### src/design/vbr_pkg.sv
// Package for valence_bond_reconnect: item structs, pair table types, widths,
// command codes and the ring-size divisor mask function.
// No dependencies.
package vbr_pkg;

  localparam int MaxSites  = 32;
  localparam int PairSlots = MaxSites / 2;
  localparam int SiteW     = $clog2(MaxSites);
  localparam int SlotW     = $clog2(PairSlots);
  localparam int UsedW     = $clog2(PairSlots + 1);
  localparam int RingW     = 6;
  localparam int CntW      = $clog2(PairSlots + 1);
  // Nonnegative differences between two sites plus or minus one stay within 0..MaxSites.
  localparam int MaskW     = MaxSites + 1;
  localparam int MaskIdxW  = $clog2(MaskW);
  localparam int DiffW     = SiteW + 2;

  localparam logic [RingW-1:0] RingReset = RingW'(30);

  localparam logic CMD_LOAD  = 1'b0;
  localparam logic CMD_APPLY = 1'b1;

  typedef logic [SiteW-1:0] site_t;

  typedef struct packed {
    site_t b;
    site_t a;
  } pair_t;

  typedef pair_t [PairSlots-1:0] pair_tab_t;

  typedef struct packed {
    logic             cmd;
    logic [SlotW-1:0] slot;
    site_t            site_a;
    site_t            site_b;
  } in_item_t;

  typedef struct packed {
    logic            reconnected;
    logic [CntW-1:0] neighbour_bonds;
  } out_item_t;

  // Bit d set when d is a multiple of ring (d = 0..MaxSites); all zero for ring 0.
  function automatic logic [MaskW-1:0] mult_mask(input logic [RingW-1:0] ring);
    logic [MaskW-1:0] m;
    m = '0;
    for (int k = 1; k < (1 << RingW); k++) begin
      if (ring == RingW'(k)) begin
        for (int d = 0; d < MaskW; d += k) begin
          m[d] = 1'b1;
        end
      end
    end
    return m;
  endfunction

  localparam logic [MaskW-1:0] MaskReset = mult_mask(RingReset);

endpackage

### src/design/vbr_table.sv
// Pair table cells with parallel site match, reconnect swap and load write.
// Depends on vbr_pkg.
module vbr_table import vbr_pkg::*; (
  input  logic             clk_i,
  input  logic             fire_i,
  input  in_item_t         item_i,
  input  logic [UsedW-1:0] used_i,
  output pair_tab_t        tab_nxt_o,
  output logic             reconnected_o
);

  pair_tab_t        tab_q;
  pair_tab_t        tab_d;
  logic             fa, fb, p0, p1, swap;
  logic [SlotW-1:0] s0, s1;
  site_t            partner;

  always_comb begin
    fa      = 1'b0;
    fb      = 1'b0;
    p0      = 1'b0;
    p1      = 1'b0;
    s0      = '0;
    s1      = '0;
    partner = '0;
    for (int i = 0; i < PairSlots; i++) begin
      if (used_i > UsedW'(i)) begin
        if (tab_q[i].a == item_i.site_a) begin
          fa = 1'b1; s0 = SlotW'(i); p0 = 1'b0; partner = tab_q[i].b;
        end
        if (tab_q[i].b == item_i.site_a) begin
          fa = 1'b1; s0 = SlotW'(i); p0 = 1'b1; partner = tab_q[i].a;
        end
        if (tab_q[i].a == item_i.site_b) begin
          fb = 1'b1; s1 = SlotW'(i); p1 = 1'b0;
        end
        if (tab_q[i].b == item_i.site_b) begin
          fb = 1'b1; s1 = SlotW'(i); p1 = 1'b1;
        end
      end
    end
    swap = (item_i.cmd == CMD_APPLY) && fa && fb && (s0 != s1);
  end

  always_comb begin
    for (int i = 0; i < PairSlots; i++) begin
      tab_d[i] = tab_q[i];
      if ((item_i.cmd == CMD_LOAD) && (item_i.slot == SlotW'(i))) begin
        tab_d[i].a = item_i.site_a;
        tab_d[i].b = item_i.site_b;
      end else if (swap) begin
        if (s1 == SlotW'(i)) begin
          if (p1) begin
            tab_d[i].b = partner;
          end else begin
            tab_d[i].a = partner;
          end
        end
        // first site's old partner slot gets the second site
        if (s0 == SlotW'(i)) begin
          if (p0) begin
            tab_d[i].a = item_i.site_b;
          end else begin
            tab_d[i].b = item_i.site_b;
          end
        end
      end
    end
  end

  always_ff @(posedge clk_i) begin
    if (fire_i) begin
      tab_q <= tab_d;
    end
  end

  assign tab_nxt_o     = tab_d;
  assign reconnected_o = swap;

endmodule

### src/design/vbr_nbr_count.sv
// Counts used pairs whose two sites are neighbours on the ring.
// Depends on vbr_pkg; takes the divisor mask of the current ring size.
module vbr_nbr_count import vbr_pkg::*; (
  input  pair_tab_t        tab_i,
  input  logic [UsedW-1:0] used_i,
  input  logic [RingW-1:0] ring_i,
  input  logic [MaskW-1:0] mask_i,
  output logic [CntW-1:0]  count_o
);

  logic [PairSlots-1:0] nb;

  always_comb begin
    for (int i = 0; i < PairSlots; i++) begin
      logic [DiffW-1:0] da, db, dc;
      logic             in_ring, hit_a, hit_b;
      // x == (y+1) mod r   <=> x < r and y+1-x a nonnegative multiple of r
      // x == (y+r-1) mod r <=> x < r and y-1-x a nonnegative multiple of r, or x-y+1 == r
      da      = DiffW'(tab_i[i].b) + DiffW'(1) - DiffW'(tab_i[i].a);
      db      = DiffW'(tab_i[i].b) - DiffW'(1) - DiffW'(tab_i[i].a);
      dc      = DiffW'(tab_i[i].a) + DiffW'(1) - DiffW'(tab_i[i].b);
      in_ring = {1'b0, tab_i[i].a} < ring_i;
      hit_a   = !da[DiffW-1] && (da[DiffW-2:0] <= (DiffW-1)'(MaxSites))
                && mask_i[da[MaskIdxW-1:0]];
      hit_b   = (!db[DiffW-1] && (db[DiffW-2:0] <= (DiffW-1)'(MaxSites))
                 && mask_i[db[MaskIdxW-1:0]])
                || (dc == DiffW'(ring_i));
      nb[i]   = (used_i > UsedW'(i)) && in_ring && (hit_a || hit_b);
    end
  end

  assign count_o = CntW'($countones(nb));

endmodule

### src/design/valence_bond_reconnect.sv
// Top level of valence_bond_reconnect: input beat register, pair table,
// neighbour count, result register and ring_size register. Depends on vbr_pkg.
//
//   channel  direction  handshake                  payload
//   in       input      in_valid_i / in_stall_o    in_data_i  (in_item_t)
//   out      output     out_valid_o / out_stall_i  out_data_o (out_item_t)
//   cfg      input      cfg_we_i                   cfg_wdata_i (ring_size)
//
// One beat per cycle unless an output stall holds the flow; each beat passes the
// input register and then the result register. The whole match, swap and count
// run combinationally over the 16 slots between the input and result registers.
// Reset clears valid flags and sets ring_size to 30; table cells are not reset.
// An output stall holds the result; the input register keeps one more beat.
module valence_bond_reconnect import vbr_pkg::*; (
  input  logic             clk_i,
  input  logic             rst_ni,
  input  logic             in_valid_i,
  output logic             in_stall_o,
  input  in_item_t         in_data_i,
  output logic             out_valid_o,
  input  logic             out_stall_i,
  output out_item_t        out_data_o,
  input  logic             cfg_we_i,
  input  logic [RingW-1:0] cfg_wdata_i
);

  logic             in_vld_q;
  in_item_t         in_q;
  logic             out_vld_q;
  out_item_t        out_q;
  logic [RingW-1:0] ring_q;
  logic [MaskW-1:0] mask_q;
  logic             fire, in_take;
  logic [UsedW-1:0] used;
  pair_tab_t        tab_nxt;
  logic             reconn;
  logic [CntW-1:0]  cnt;

  assign fire       = in_vld_q && (!out_vld_q || !out_stall_i);
  assign in_stall_o = in_vld_q && !fire;
  assign in_take    = in_valid_i && !in_stall_o;
  assign used       = ring_q[RingW-1] ? UsedW'(PairSlots) : UsedW'(ring_q[RingW-2:1]);

  vbr_table u_table (
    .clk_i         (clk_i),
    .fire_i        (fire),
    .item_i        (in_q),
    .used_i        (used),
    .tab_nxt_o     (tab_nxt),
    .reconnected_o (reconn)
  );

  vbr_nbr_count u_count (
    .tab_i   (tab_nxt),
    .used_i  (used),
    .ring_i  (ring_q),
    .mask_i  (mask_q),
    .count_o (cnt)
  );

  always_ff @(posedge clk_i or negedge rst_ni) begin
    if (!rst_ni) begin
      in_vld_q  <= 1'b0;
      out_vld_q <= 1'b0;
      ring_q    <= RingReset;
      mask_q    <= MaskReset;
    end else begin
      if (in_take) begin
        in_vld_q <= 1'b1;
      end else if (fire) begin
        in_vld_q <= 1'b0;
      end
      if (fire) begin
        out_vld_q <= 1'b1;
      end else if (!out_stall_i) begin
        out_vld_q <= 1'b0;
      end
      if (cfg_we_i) begin
        ring_q <= cfg_wdata_i;
        mask_q <= mult_mask(cfg_wdata_i);
      end
    end
  end

  always_ff @(posedge clk_i) begin
    if (in_take) begin
      in_q <= in_data_i;
    end
    if (fire) begin
      out_q.reconnected     <= reconn;
      out_q.neighbour_bonds <= cnt;
    end
  end

  assign out_valid_o = out_vld_q;
  assign out_data_o  = out_q;

endmodule
### config.mk
export PLATFORM = sky130hd
export DESIGN_NAME = valence_bond_reconnect
export DESIGN_NICKNAME = d
export VERILOG_FILES = /design/src/design/vbr_pkg.sv /design/src/design/vbr_table.sv /design/src/design/vbr_nbr_count.sv /design/src/design/valence_bond_reconnect.sv
export SDC_FILE = /design/constraint.sdc
export NUM_CORES = 2
export LEC_CHECK = 0
export BUFFER_PORTS_ARGS = -buffer_cell sky130_fd_sc_hd__clkbuf_2
export CORE_ASPECT_RATIO = 2
export CORE_MARGIN = 10
export CORE_UTILIZATION = 45
export DETAILED_ROUTE_END_ITERATION = 10
export PLACE_DENSITY_LB_ADDON = 0.15
export SETUP_SLACK_MARGIN = 0.2
export SYNTH_ARGS = -nofsm -noshare
export SYNTH_HDL_FRONTEND = slang
export SYNTH_SLANG_ARGS = --single-unit
### constraint.sdc
create_clock -name clk_i -period 24.9 [get_ports clk_i]
set_input_delay 6.225 -clock clk_i [delete_from_list [all_inputs] [get_ports clk_i]]
set_output_delay 6.225 -clock clk_i [all_outputs]
set_load 0.03 [all_outputs]
==> impl_results.md <==
- All-layer global routing usage: 37.0%
- Max-slew headroom: -1.77%
- Share of cells above drive strength 1: 13.9%
- Fillcell total: 9681
- Area share of the largest cell type after synthesis: 15.0%
- Failing checks: capacitance limit, slew limit
- Worst skew pair latency: 0.67 ns
- Hold-fix buffers at CTS: 0
- R2r worst-path depth: 34
- Layout Nets: 5303
- Stages on the worst setup path: 34
- Die height: 466 um
- WL final: 217 mm
- # Post-CTS Setup Buffers: 0
- Wire length per cell: 34.8 um
- Mean post-synth cell area: 8.87 um2
- Total core area: 98700 um2
- Worst-path clk slew: 0.08 ns
- Fin Setup TNS: 0 ns
- Power Density: 159 nW/um2
- Fin crit share: 57.5%
- Syn nets: 5462
- Number of enable flip-flop cells after synthesis: 181
- Die Area: 113000 um2
- Setup ws final: 10.58 ns
- Number of buffers created by CTS: 26
- Max incr delay on CP: 1.24 ns
- Vias in the first global route: 44400
- Internal power: 3.55 mW
- Reg power frac: 8.9%
- GPL Wtd Cong: 1.09
- Fmax: 69.8 MHz
- Multi-input gate area: 35600 um2
- Clock Skew: 0.0677 ns
- Max Slew Vio Count: 5
- Setup violators final: 0
- Top FF cell, synth: edfxtp_1
- Crit path max fanout: 35
- Critical path type: register to register
- Maximum clock path buffer count: 3
- Buf/Inv on CP: 3
- Req. time, crit path: 25.28 ns
- DP HPWL: 157 mm
- Clock Sinks: 222
- Initial drt markers: 5516
- Largest net degree at the start of global routing: 66
- Register area share after synthesis: 14.4%
- Cell Rows: 163
- Die X-Extent: 243 um
- Peak VDD IR: 0.000167 V
- Ports: 34
- Startpoint Class: register
- Antenna violations before repair: 4
- Detail Route Antenna Nets: 0
- Synthesized flop and latch total: 222
- Static Leakage: 18.5 nW
- Switch Pwr: 3.91 mW
- Global route overflow: 0
- Yosys warnings: 0
- RSZ-0062 raised after global routing: no
- Root Buffer: clkbuf_16
- Final hold violation count: 0
- Initial Utilization: 45.4%
- Design Power: 7.46 mW
- Reg2reg end: out_data_o[3]$_DFFE_PP_
- Drt first pass iters: 8
- Top cells by area, synth: mux4_2 (15%), edfxtp_1 (12%), ha_1 (9.2%)
- Async set-reset flop share out of synthesis: 18.5%
- Synth unique cells: 117
- Post-CTS sizing: 0
- Switch share: 52.4%
- Min-delay worst type: register to register
- Worst path slowest cell: o311ai_0
- Largest delay share family, worst path: compound AO/OA/AOI/OAI gates
- # H-tree levels: 1
- Max-cap check violation count: 1
- Final min period: 14.32 ns
- Slew @ Worst Pin: 1.51 ns
- Largest area contributor in the netlist: mux4_2
- Critical Path AT: 14.70 ns
- Comb power frac: 85.2%
- Area grow syn2layout: 5.08%
- Crit path launch: in_q[9]$_DFFE_PP_
- Post-Syn Area: 44800 um2
- Crit path to: out_data_o[3]$_DFFE_PP_
- CTS tree: done
- Synthesized instance count: 5048
- Post-place setup slack: 11.02 ns
- DRC Markers: 0
- Flop2flop setup slack: 10.58 ns
- Endpoint class of the critical path: register
- Status: complete, but fails checks
- Vias post-DR: 44800
- Most frequent cells in the layout: xnor2_1 (400), ha_1 (329), xor2_1 (301)
- I/O Buffers: 33
- Share of total power in the clock network: 5.9%
- Most frequent CP cell: fa_1
- Vias per cell: 7.19
- Leading cell type in the layout, fill and taps excluded: xnor2_1
- Reg area: 6490 um2
- Reg2reg start: in_q[9]$_DFFE_PP_
- First-pass GRT wire length: 309 mm
-- metal layers --
| layer | GRT usage [%] | routed length [um] |
|---|---|---|
| met5 | 0 | 17 |
| met4 | 30.7 | 22000 |
| met3 | 7.13 | 21200 |
| met2 | 60.3 | 99500 |
| met1 | 41.5 | 74100 |
-- cell type report --
class / instances / share of cell area (%)
Antenna cell: 4 / 0.0213
Clock buffer: 31 / 1.47
Clock inverter: 17 / 0.481
Inverter: 295 / 2.36
Multi-Input combinational cell: 4167 / 75.7
Sequential cell: 222 / 13.8
Tap cell: 1320 / 3.51
Timing Repair Buffer: 177 / 2.70
-- worst register-to-register path, delay by kind of cell (launching register included) --
| kind | cells | cell delay [ns] |
|---|---|---|
| buf+inv | 3 | 1.30 |
| xor+xnor | 3 | 0.83 |
| flops | 1 | 1.02 |
| simple gates | 5 | 1.18 |
| fa+ha+maj | 8 | 3.36 |
| mux | 2 | 0.87 |
| compound gates | 13 | 5.45 |
-- registers in the layout, summed over array words and instances (netlist names) --
signal,cells
ring_q,6
out_valid_o,1
out_data_o,6
u_table.tab_q,160
in_vld_q,1
mask_q,33
in_q,15
-- cells in the mapped netlist (42+ instances only) --
cell and n:
nor4_1 59, inv_1 285, nand4_1 59, o211ai_1 56
nand3_1 183, buf_2 44, a211oi_1 49, a21o_1 162
nor2_1 285, and3_1 62, xnor2_1 401, or3_1 44
nor2b_1 42, ha_1 329, xor2_1 301, o21ai_0 180
nand2_1 299, clkbuf_1 242, mux2i_1 115, mux4_2 298
nor3_1 155, a31oi_1 45, o22ai_1 45, fa_1 59
edfxtp_1 181, a21oi_1 250
-- cells by family after synthesis --
| logic type | count (synthesis) | synth area share [%] |
|---|---|---|
| AND/OR/NAND/NOR | 1382 | 15.7 |
| AO/OA/AOI/OAI | 1266 | 20.2 |
| XOR/XNOR | 703 | 13.8 |
| buffers and inverters | 659 | 6.20 |
| multiplexers | 428 | 17.9 |
| adder cells (fa/ha/maj) | 388 | 11.8 |
| flip-flops | 222 | 14.4 |
-- how the worst min path moves through the flow --
stage	startpoint	to	slack, ns	cells past startpoint
6_report	in_vld_q$_DFFE_PN0P_	out_valid_o$_DFFE_PN0P_	0.50	1
5_1_grt	in_vld_q$_DFFE_PN0P_	out_valid_o$_DFFE_PN0P_	0.52	1
4_1_cts	in_vld_q$_DFFE_PN0P_	out_valid_o$_DFFE_PN0P_	0.50	1
3_5_place_dp	in_vld_q$_DFFE_PN0P_	out_valid_o$_DFFE_PN0P_	0.48	1
3_3_place_gp	in_vld_q$_DFFE_PN0P_	out_valid_o$_DFFE_PN0P_	0.47	1
2_1_floorplan	in_vld_q$_DFFE_PN0P_	out_valid_o$_DFFE_PN0P_	0.44	1
-- per-stage QoR --
step / hold WS [ns] / std cells / utilization (%) / cell area (um2)
after floorplan: 0.442 / 5048 / - / 44800
after CTS: 0.500 / 6228 / 47.6 / 47000
after global routing: 0.515 / 6230 / 47.7 / 47000
after detailed placement: 0.485 / 6180 / 46.7 / 46100
final: 0.499 / 6233 / 47.7 / 47100
after global placement: 0.468 / 6180 / 46.7 / 46100
-- power by group through the flow --
stage               clock, mW  sequential [mW]  combinational, mW
finish                  0.442            0.665               6.35
global route            0.454            0.659               6.81
CTS                     0.444            0.649               6.21
detailed placement          0            0.657               6.17
global placement            0            0.659               6.10
floorplan                   0            0.590               4.72
Power figures use the tool's default switching activity.
